==> src/sv/sdbc_pkg.sv <==
`timescale 1ns / 1ps
// ----------------------------------------------------------------------------
// sdbc_pkg
// Shared constants for the signed decimal / binary converter.
// ----------------------------------------------------------------------------
package sdbc_pkg;

	localparam int RES_W           = 128;
	localparam int HALF_W          = 64;
	localparam int DIGIT_W         = 4;
	localparam int DEF_VALUE_WIDTH = 128;

	localparam logic OP_TO_BIN = 1'b0;
	localparam logic OP_TO_DEC = 1'b1;

	localparam logic KIND_BIN  = 1'b0;
	localparam logic KIND_CHAR = 1'b1;

endpackage

==> src/sv/signed_decimal_binary_converter_unit.sv <==
`timescale 1ns / 1ps
// ----------------------------------------------------------------------------
// signed_decimal_binary_converter_unit
// Decimal digits to two's complement and back; a shift/add-3 unit converts to decimal.
// ----------------------------------------------------------------------------
// Digit item (op 0): take, then accumulate; a final digit then loads its binary
// result, which waits while out_ready is low.
// Value item (op 1): take, negate, double-dabble over all VALUE_WIDTH bits,
// emit a minus sign if negative, skip leading zeros, then emit one character per
// digit; each character also waits while out_ready is low.
// in_ready is high only in idle; reset clears sequencer, entry flags and out valid.
// ----------------------------------------------------------------------------
module signed_decimal_binary_converter_unit
	import sdbc_pkg::*;
#(
	parameter int VALUE_WIDTH = DEF_VALUE_WIDTH
) (
	input  logic                clk,
	input  logic                arst_n,
	input  logic                in_valid,
	output logic                in_ready,
	input  logic                op,
	input  logic [DIGIT_W-1:0]  digit,
	input  logic                negative,
	input  logic                final_digit,
	input  logic [HALF_W-1:0]   value_high,
	input  logic [HALF_W-1:0]   value_low,
	output logic                out_valid,
	input  logic                out_ready,
	output logic                kind,
	output logic [HALF_W-1:0]   result_high,
	output logic [HALF_W-1:0]   result_low,
	output logic                overflow,
	output logic [DIGIT_W-1:0]  out_digit,
	output logic                is_minus,
	output logic                last
);

	localparam int W     = VALUE_WIDTH;
	localparam int FW    = W + 4;
	localparam int ND    = (W * 1233) / 4096 + 1;
	localparam int BCD_W = DIGIT_W * ND;
	localparam int BW    = $clog2(W);
	localparam int CW    = $clog2(ND + 1);

	typedef enum logic [2:0] {
		S_IDLE,
		S_DACC,
		S_DRES,
		S_PNEG,
		S_PDAB,
		S_PMINUS,
		S_PSKIP,
		S_PEMIT
	} state_t;

	state_t              state_q;
	logic [W-1:0]        acc_q;
	logic                sign_q;
	logic                ovf_q;
	logic                await_q;
	logic [DIGIT_W-1:0]  dig_q;
	logic                fin_q;
	logic                neg_in_q;
	logic [W-1:0]        sh_q;
	logic                neg_q;
	logic [BCD_W-1:0]    bcd_q;
	logic [BW-1:0]       bit_q;
	logic [CW-1:0]       cnt_q;

	logic                out_valid_q;
	logic                kind_q;
	logic [RES_W-1:0]    res_q;
	logic                ovf_out_q;
	logic [DIGIT_W-1:0]  odig_q;
	logic                minus_q;
	logic                last_q;

	logic                out_free;
	logic                out_load;
	logic [W-1:0]        acc_b;
	logic                ovf_b;
	logic                sign_b;
	logic [FW-1:0]       f;
	logic [4:0]          f_top;
	logic                f_ge;
	logic                f_gt;
	logic                ovf_new;
	logic [W-1:0]        res_mag;
	logic signed [W-1:0] res_s;
	logic [RES_W-1:0]    res_ext;
	logic [RES_W-1:0]    val_in;
	logic [BCD_W-1:0]    bcd_adj;
	logic [DIGIT_W-1:0]  top_dig;

	assign out_free = !out_valid_q || out_ready;
	assign out_load = out_free && ((state_q == S_DRES) || (state_q == S_PMINUS) ||
		(state_q == S_PEMIT));
	assign in_ready = (state_q == S_IDLE);

	// digit accumulate: acc * 10 + digit, with range check on the full sum
	assign acc_b  = await_q ? '0 : acc_q;
	assign ovf_b  = await_q ? 1'b0 : ovf_q;
	assign sign_b = await_q ? neg_in_q : sign_q;
	assign f      = FW'({acc_b, 3'b000}) + FW'({acc_b, 1'b0}) + FW'(dig_q);
	assign f_top  = f[FW-1:W-1];
	assign f_ge   = |f_top;
	assign f_gt   = f_ge && !((f_top == 5'd1) && (f[W-2:0] == '0));
	assign ovf_new = ovf_b || (sign_b ? f_gt : f_ge);

	assign res_mag = sign_q ? (~acc_q + W'(1)) : acc_q;
	assign res_s   = res_mag;
	assign res_ext = RES_W'(res_s);

	assign val_in  = {value_high, value_low};
	assign top_dig = bcd_q[BCD_W-1 -: DIGIT_W];

	always_comb begin
		bcd_adj = bcd_q;
		for (int i = 0; i < ND; i++) begin
			if (bcd_q[DIGIT_W*i +: DIGIT_W] >= 4'd5) begin
				bcd_adj[DIGIT_W*i +: DIGIT_W] = bcd_q[DIGIT_W*i +: DIGIT_W] + 4'd3;
			end
		end
	end

	always_ff @(posedge clk or negedge arst_n) begin
		if (!arst_n) begin
			state_q     <= S_IDLE;
			acc_q       <= '0;
			sign_q      <= 1'b0;
			ovf_q       <= 1'b0;
			await_q     <= 1'b1;
			out_valid_q <= 1'b0;
		end else begin
			if (out_valid_q && out_ready && !out_load) begin
				out_valid_q <= 1'b0;
			end
			case (state_q)
				S_IDLE: begin
					if (in_valid) begin
						dig_q    <= digit;
						fin_q    <= final_digit;
						neg_in_q <= negative;
						sh_q     <= val_in[W-1:0];
						state_q  <= (op == OP_TO_DEC) ? S_PNEG : S_DACC;
					end
				end
				S_DACC: begin
					acc_q   <= f[W-1:0];
					ovf_q   <= ovf_new;
					sign_q  <= sign_b;
					await_q <= 1'b0;
					state_q <= fin_q ? S_DRES : S_IDLE;
				end
				S_DRES: begin
					if (out_free) begin
						out_valid_q <= 1'b1;
						kind_q      <= KIND_BIN;
						res_q       <= res_ext;
						ovf_out_q   <= ovf_q;
						odig_q      <= '0;
						minus_q     <= 1'b0;
						last_q      <= 1'b1;
						await_q     <= 1'b1;
						state_q     <= S_IDLE;
					end
				end
				S_PNEG: begin
					neg_q <= sh_q[W-1];
					if (sh_q[W-1]) begin
						sh_q <= ~sh_q + W'(1);
					end
					bcd_q   <= '0;
					bit_q   <= BW'(W - 1);
					state_q <= S_PDAB;
				end
				S_PDAB: begin
					bcd_q <= {bcd_adj[BCD_W-2:0], sh_q[W-1]};
					sh_q  <= {sh_q[W-2:0], 1'b0};
					bit_q <= bit_q - BW'(1);
					if (bit_q == '0) begin
						cnt_q   <= CW'(ND);
						state_q <= neg_q ? S_PMINUS : S_PSKIP;
					end
				end
				S_PMINUS: begin
					if (out_free) begin
						out_valid_q <= 1'b1;
						kind_q      <= KIND_CHAR;
						res_q       <= '0;
						ovf_out_q   <= 1'b0;
						odig_q      <= '0;
						minus_q     <= 1'b1;
						last_q      <= 1'b0;
						state_q     <= S_PSKIP;
					end
				end
				S_PSKIP: begin
					if ((top_dig == '0) && (cnt_q > CW'(1))) begin
						bcd_q <= {bcd_q[BCD_W-DIGIT_W-1:0], {DIGIT_W{1'b0}}};
						cnt_q <= cnt_q - CW'(1);
					end else begin
						state_q <= S_PEMIT;
					end
				end
				S_PEMIT: begin
					if (out_free) begin
						out_valid_q <= 1'b1;
						kind_q      <= KIND_CHAR;
						res_q       <= '0;
						ovf_out_q   <= 1'b0;
						odig_q      <= top_dig;
						minus_q     <= 1'b0;
						last_q      <= (cnt_q == CW'(1));
						bcd_q <= {bcd_q[BCD_W-DIGIT_W-1:0], {DIGIT_W{1'b0}}};
						cnt_q <= cnt_q - CW'(1);
						if (cnt_q == CW'(1)) begin
							state_q <= S_IDLE;
						end
					end
				end
				default: begin
					state_q <= S_IDLE;
				end
			endcase
		end
	end

	assign out_valid   = out_valid_q;
	assign kind        = kind_q;
	assign result_high = res_q[RES_W-1:HALF_W];
	assign result_low  = res_q[HALF_W-1:0];
	assign overflow    = ovf_out_q;
	assign out_digit   = odig_q;
	assign is_minus    = minus_q;
	assign last        = last_q;

	a_one_item: assert property (@(posedge clk) disable iff (!arst_n)
		in_valid && in_ready |=> !in_ready)
		else $error("new item taken while one is in work");

	a_bin_fields: assert property (@(posedge clk) disable iff (!arst_n)
		out_valid && (kind == KIND_BIN) |-> last && !is_minus && (out_digit == '0))
		else $error("binary result with character fields set");

	a_char_fields: assert property (@(posedge clk) disable iff (!arst_n)
		out_valid && (kind == KIND_CHAR) |->
			(result_high == '0) && (result_low == '0) && !overflow)
		else $error("character result with binary fields set");

	a_minus_first: assert property (@(posedge clk) disable iff (!arst_n)
		out_valid && is_minus |-> !last && (kind == KIND_CHAR))
		else $error("minus sign marked as final character");

endmodule
==> config.mk <==
export PLATFORM = sky130hd
export DESIGN_NAME = signed_decimal_binary_converter_unit
export DESIGN_NICKNAME = d
export VERILOG_FILES = /design/src/sv/sdbc_pkg.sv /design/src/sv/signed_decimal_binary_converter_unit.sv
export SDC_FILE = /design/constraint.sdc
export NUM_CORES = 2
export LEC_CHECK = 0
export BUFFER_PORTS_ARGS = -buffer_cell sky130_fd_sc_hd__clkbuf_2
export CORE_ASPECT_RATIO = 0.75
export CORE_UTILIZATION = 42
export CTS_CLUSTER_DIAMETER = 100
export DETAILED_ROUTE_END_ITERATION = 7
export MAX_ROUTING_LAYER = met4
export PLACE_DENSITY = 0.62
export SLEW_MARGIN = 40
export SYNTH_ARGS = -nofsm -noshare
export SYNTH_HDL_FRONTEND = slang
export SYNTH_SLANG_ARGS = --single-unit
export TNS_END_PERCENT = 100
==> constraint.sdc <==
create_clock -name clk -period 10.6 [get_ports clk]
set_input_delay 2.12 -clock clk [delete_from_list [all_inputs] [get_ports clk]]
set_output_delay 2.12 -clock clk [all_outputs]
set_load 0.005 [all_outputs]
Word-level counts from Yosys, hierarchy flattened

Index checks and enable logic that the tools add are counted.

Bits in registers: 575
Input bits: 139
Word-level logic and storage cells: 257
Output and inout port bits: 138

$add $sub $neg: 45
Order comparisons: 40
Multiplexer cells: 84
Equal/unequal tests: 21
Bitwise logic cells: 2
Reduce and logical (&&, ||, !) cells: 44

Operator list:

| kind                      | number |
|---|---|
| $mux W128                 | 6 |
| $pmux W156 S4             | 1 |
| $pmux W128 S3             | 1 |
| $mux W156                 | 2 |
| $add A128 B1 Y128 const B | 2 |
| $not A128 Y128            | 2 |
| $pmux W128 S2             | 1 |
| $mux W4                   | 40 |
| $ge A4 B3 Y1 const B      | 39 |
| $add A4 B2 Y4 const B     | 38 |
| $add A131 B129 Y132       | 1 |
| $add A132 B4 Y132         | 1 |
| $logic_not A127 Y1        | 1 |
| $mux W3                   | 8 |
| $pmux W3 S8               | 1 |
| $reduce_and A4 Y1         | 5 |
| $mux W6                   | 3 |
| $pmux W6 S3               | 1 |
| $ne A2 B2 Y1 const B      | 8 |
| $pmux W7 S2               | 1 |
| $eq A3 B3 Y1 const B      | 4 |
| $mux W1                   | 10 |
| $reduce_and A5 Y1         | 2 |
| $reduce_bool A2 Y1        | 5 |
| other kinds (27)          | 53 |

Logic depth before layout (Yosys ltp)

Word-level depth: 9
Gate-level depth with buffers: 19
Depth with buffers taken out: 18

Least setup slack after synthesis

Ideal clock, no wire load.

Kind: input to register
Start: input in_valid
End: register sh_q[0], enable pin
Library setup time: 0.809 ns
Setup slack: -1.601 ns
Required time: 9.791 ns
Cell stages on the path: 2
Data arrival time: 11.393 ns
Path buffers: 0
Cell sequence: o21ai_0 -> a21boi_0

Longest elaborated chain between the ends: 2

RTL lines:

| element                            | line                                        | source |
|---|---|---|
| start: declaration                 | signed_decimal_binary_converter_unit.sv:20  | `input logic in_valid,` |
| $ne A2 B2 Y1 (no source line)      | -                                           |  |
| $reduce_and A4 Y1 (no source line) | -                                           |  |
| end signal: assignment             | signed_decimal_binary_converter_unit.sv:145 | `sh_q <= val_in[W-1:0];` |
| end signal: assignment             | signed_decimal_binary_converter_unit.sv:172 | `sh_q <= ~sh_q + W'(1);` |
| end signal: assignment             | signed_decimal_binary_converter_unit.sv:180 | `sh_q <= {sh_q[W-2:0], 1'b0};` |
| end: declaration                   | signed_decimal_binary_converter_unit.sv:65  | `logic [W-1:0] sh_q;` |

No other way between the ends.
A chain may end at the register's enable or synchronous reset.

Final worst setup path

Start: register await_q
End: register ovf_q

Longest elaborated chain between the ends: 9
Elaborated cells on any way between the ends: 13
Classes of those cells: add/sub: 2; eq/ne: 1; mux: 4; reduce/logical: 6

RTL lines:

| element                                                   | line                                        | source |
|---|---|---|
| start: declaration                                        | signed_decimal_binary_converter_unit.sv:61  | `logic await_q;` |
| start signal: assignment                                  | signed_decimal_binary_converter_unit.sv:133 | `await_q <= 1'b1;` |
| start signal: assignment                                  | signed_decimal_binary_converter_unit.sv:153 | `await_q <= 1'b0;` |
| start signal: assignment                                  | signed_decimal_binary_converter_unit.sv:165 | `await_q <= 1'b1;` |
| $mux W128                                                 | signed_decimal_binary_converter_unit.sv:102 | `assign acc_b = await_q ? '0 : acc_q;` |
| $add A131 B129 Y132                                       | signed_decimal_binary_converter_unit.sv:105 | `assign f = FW'({acc_b, 3'b000}) + FW'({acc_b, 1'b0}) + FW'(dig_q);` |
| $add A132 B4 Y132                                         | signed_decimal_binary_converter_unit.sv:105 |  |
| $logic_not A127 Y1 / $eq A5 B1 Y1 (equally long branches) | signed_decimal_binary_converter_unit.sv:108 | `assign f_gt = f_ge && !((f_top == 5'd1) && (f[W-2:0] == '0));` |
| $logic_and A1 B1 Y1                                       | signed_decimal_binary_converter_unit.sv:108 |  |
| $logic_not A1 Y1                                          | signed_decimal_binary_converter_unit.sv:108 |  |
| $logic_and A1 B1 Y1                                       | signed_decimal_binary_converter_unit.sv:108 |  |
| $mux W1                                                   | signed_decimal_binary_converter_unit.sv:109 | `assign ovf_new = ovf_b \|\| (sign_b ? f_gt : f_ge);` |
| $logic_or A1 B1 Y1 *                                      | signed_decimal_binary_converter_unit.sv:109 |  |
| end signal: assignment                                    | signed_decimal_binary_converter_unit.sv:151 | `ovf_q <= ovf_new;` |
| end: declaration                                          | signed_decimal_binary_converter_unit.sv:60  | `logic ovf_q;` |

Every way passes the cells marked *; elsewhere a longest branch is shown, timed or not.

==> summary.txt <==
Logic synthesis
  • Mean Syn Cell Area: 8.79 um2
  • Count leader, synth: o21ai_0
  • Synth top area share: 29.8%
  • #FFs+latches synth: 575
  • Post-synth EDFFs: 440
  • Async SR Flop Fraction: 23.5%
  • Synth warn: 0
  • Mapped Nets: 5525
  • Cell accounting for the most synthesized area: edfxtp_1
  • Number of distinct library cells after synthesis: 87
  • Top cells by count, synth: o21ai_0 (569), nand2_1 (544), edfxtp_1 (440), nor2_1 (417), a21oi_1 (364)
  • Top cells by area, synth: edfxtp_1 (30%), ha_1 (9.6%), dfrtp_1 (7.6%)
  • Commonest register cell after synthesis: edfxtp_1
  • Mapped Cells: 5044
  • Mapped cell area: 44300 um2
  • Seq/Total Area, Yosys: 37.4%

Route
  • Post-DRT Antenna Nets: 0
  • Met3 layer wire length in the routed design: 14.9 mm
  • Starting DRT DRC Count: 4735
  • Vias/cell: 6.16
  • Met2 Wirelength: 62.7 mm
  • First-pass DRT Iterations: 6
  • WL met1: 80.3 mm
  • Vias: 41.1k
  • Routed WL: 161 mm
  • DRC: 0
  • Top Layer Used: met4
  • Avg WL per Cell: 24.1 um

Timing
  • Max-slew headroom: 37.4%
  • Final hold slack: 0.497 ns
  • RSZ-0062 raised after global routing: no
  • Max frequency: 136 MHz
  • # setup viols final: 0
  • Slew Limit Fails: 0
  • Fin crit share: 69.1%
  • Hold Fails Final Rpt: 0
  • Post-route setup TNS: 0 ns
  • Setup Skew: 0.0499 ns
  • Worst slew pin tran: 0.935 ns
  • Final period demand of the worst path: 7.33 ns

Placement
  • PortBufs: 276
  • Routability cong.: 1.09
  • Inst Count DP: 6537
  • Final HPWL from detailed placement: 124 mm
  • Placed cell areas: 47100 um2

Critical path
  • Critical path type: register to register
  • Crit path max fanout: 68
  • Flop2flop setup slack: 3.27 ns
  • Worst setup path end: ovf_q
  • Arr. time, crit path: 7.84 ns
  • Worst stage delay on the critical path: 1.01 ns
  • Crit. End Element: register
  • CP cell instances: nor2_1, ha_1, ha_1, fa_1, a211oi_1, o21ai_0, nand4_1, nand3_1, a211oi_1, xor2_1, nand2_1, a2111oi_2, nand4_1, nor4bb_1, nand4b_1, nor4_1, a31oi_1
  • Worst r2r dst: ovf_q
  • CP required: 11.11 ns
  • CP Launch Point: await_q
  • Critical path's slowest cell: dfstp_4
  • CP Launch Type: register
  • Worst path buffer plus inverter count: 0
  • Top delay family on crit path: simple AND/OR/NAND/NOR gates
  • Reg2reg start: await_q
  • R2r worst-path depth: 17
  • Logic depth of the worst path, buffers included: 17

Finish
  • Non-Filler Instances: 6667
  • Final instance area: 49300 um2
  • Final-layout fill cell count: 10.2k
  • Register area: 16600 um2
  • Fin nets: 5684
  • Area occupied by multi-input gates: 26500 um2
  • P&R area growth vs syn: 11.3%
  • Layout cells sized above 1: 9.67%

Clock tree
  • Post-CTS setup buffer count: 0
  • Clock slew at reported path FFs: 0.06 ns
  • Post-CTS sizing: 0
  • Max Buffers Root-to-Sink: 3
  • H-tree levels: 3
  • CTS tree: built
  • Clock buffer count from CTS: 67
  • Root buf cell: clkbuf_16
  • Skew-Pair Late Insertion Delay: 0.68 ns
  • Clock tree sinks: 575
  • CTS hold repair buffers: 0

GRT
  • GRT Total Usage: 30.1%
  • Largest net degree at the start of global routing: 95
  • Number of global-route vias before repair: 37.3k
  • Total gr overflow: 0
  • Initial antenna violation count: 16
  • First-pass GRT wire length: 241 mm

Power
  • Pwr dens: 223 nW/um2
  • Clock power share: 21.3%
  • VDD IR-drop max: 0.161 mV
  • Pint: 6.38 mW
  • Flop pwr share: 37.4%
  • Combinational Power Share: 41.3%
  • Sw power: 4.61 mW
  • Sw Share: 42.0%
  • Leak Pwr: 20.0 nW

Die
  • Initial Util: 42.7%
  • Core outline area: 104000 um2
  • IO Pins: 277
  • Die Wd: 377 um
  • Die area: 107000 um2
  • Chip height: 283 um
  • Std-Cell Rows: 102

Worst hold path
  • Hold_sp: sh_q[127]
  • Worst hold path type: register to register
  • Hold Path Stages: 0

Flow run
  • Number of max-cap violations: 0

Status
  • Status: complete, no violations
layout by cell type (no fill, tap or decap), types with 137 or more instances in the layout:
cell / synthesis / routed
edfxtp_1: 440 / 440
clkbuf_2: 0 / 275
a22oi_1: 159 / 159
nand2_1: 544 / 542
nor2_1: 417 / 416
xnor2_1: 149 / 149
ha_1: 340 / 340
a21oi_1: 364 / 362
inv_1: 137 / 137
nor2b_1: 170 / 170
o21ai_0: 569 / 562
xor2_1: 243 / 243
cell families after synthesis:
family	count (synthesis)	share of synthesized area (%)
adders and majority gates	342	9.69
AOI/OAI and AO/OA	1503	20.6
DFF	575	37.4
xor gates and xnor gates	392	7.75
and+or+nand+nor	1834	20.7
muxes	27	0.666
buffers and inverters	371	3.15
power by group through the flow:
stage | clock network, mW | registers (mW) | logic (mW)
2_1_floorplan | 0 | 3.99 | 3.12
3_3_place_gp | 0 | 4.12 | 4.36
3_5_place_dp | 0 | 4.13 | 4.47
4_1_cts | 2.39 | 4.10 | 4.49
5_1_grt | 2.47 | 4.20 | 5.03
6_report | 2.34 | 4.11 | 4.54
per-stage QoR:
| step | setup slack, ns | power, mW | utilization [%] |
|---|---|---|---|
| 5_1_grt | 3.25 | 11.7 | 47.5 |
| 3_5_place_dp | 3.59 | 8.59 | 45.4 |
| 2_1_floorplan | 1.75 | 7.11 | - |
| 6_report | 3.27 | 11.0 | 47.5 |
| 4_1_cts | 3.55 | 11.0 | 47.4 |
| 3_3_place_gp | 2.82 | 8.48 | 45.2 |
layout make-up:
cell class	count	share of cell area, %
clock inverters	30	0.619
well taps	1404	3.56
repair buffers	323	3.67
multi-input cells	4098	53.7
inverters	138	1.05
flip-flops and latches	575	33.6
clock buffers	92	3.71
diodes	7	0.0355
layer usage:
| layer | vias to the layer above | GRT usage (%) |
|---|---|---|
| met2 | 1746 | 38.6 |
| li1 | 19000 | - |
| met3 | 169 | 6.33 |
| met4 | 0 | 5.86 |
| met1 | 20100 | 47.4 |
| met5 | - | - |
flip-flops by register name, indices dropped and copies added (netlist names):
name,flops
acc_q,128
out_digit,4
ovf_q,1
overflow,1
dig_q,4
bcd_q,156
out_valid,1
is_minus,1
kind,1
cnt_q,6
fin_q,1
last,1
neg_q,1
sign_q,1
sh_q,128
bit_q,7
res_q,128
state_q,3
await_q,1
neg_in_q,1
worst min-delay path by stage:
stage / slack [ns] / end
finish: 0.50 / neg_q
global route: 0.51 / neg_q
CTS: 0.50 / neg_q
detailed placement: 0.48 / neg_q
global placement: 0.49 / neg_q
floorplan: 0.45 / acc_q[0]
Note: power is estimated with default switching activity, not from simulation.
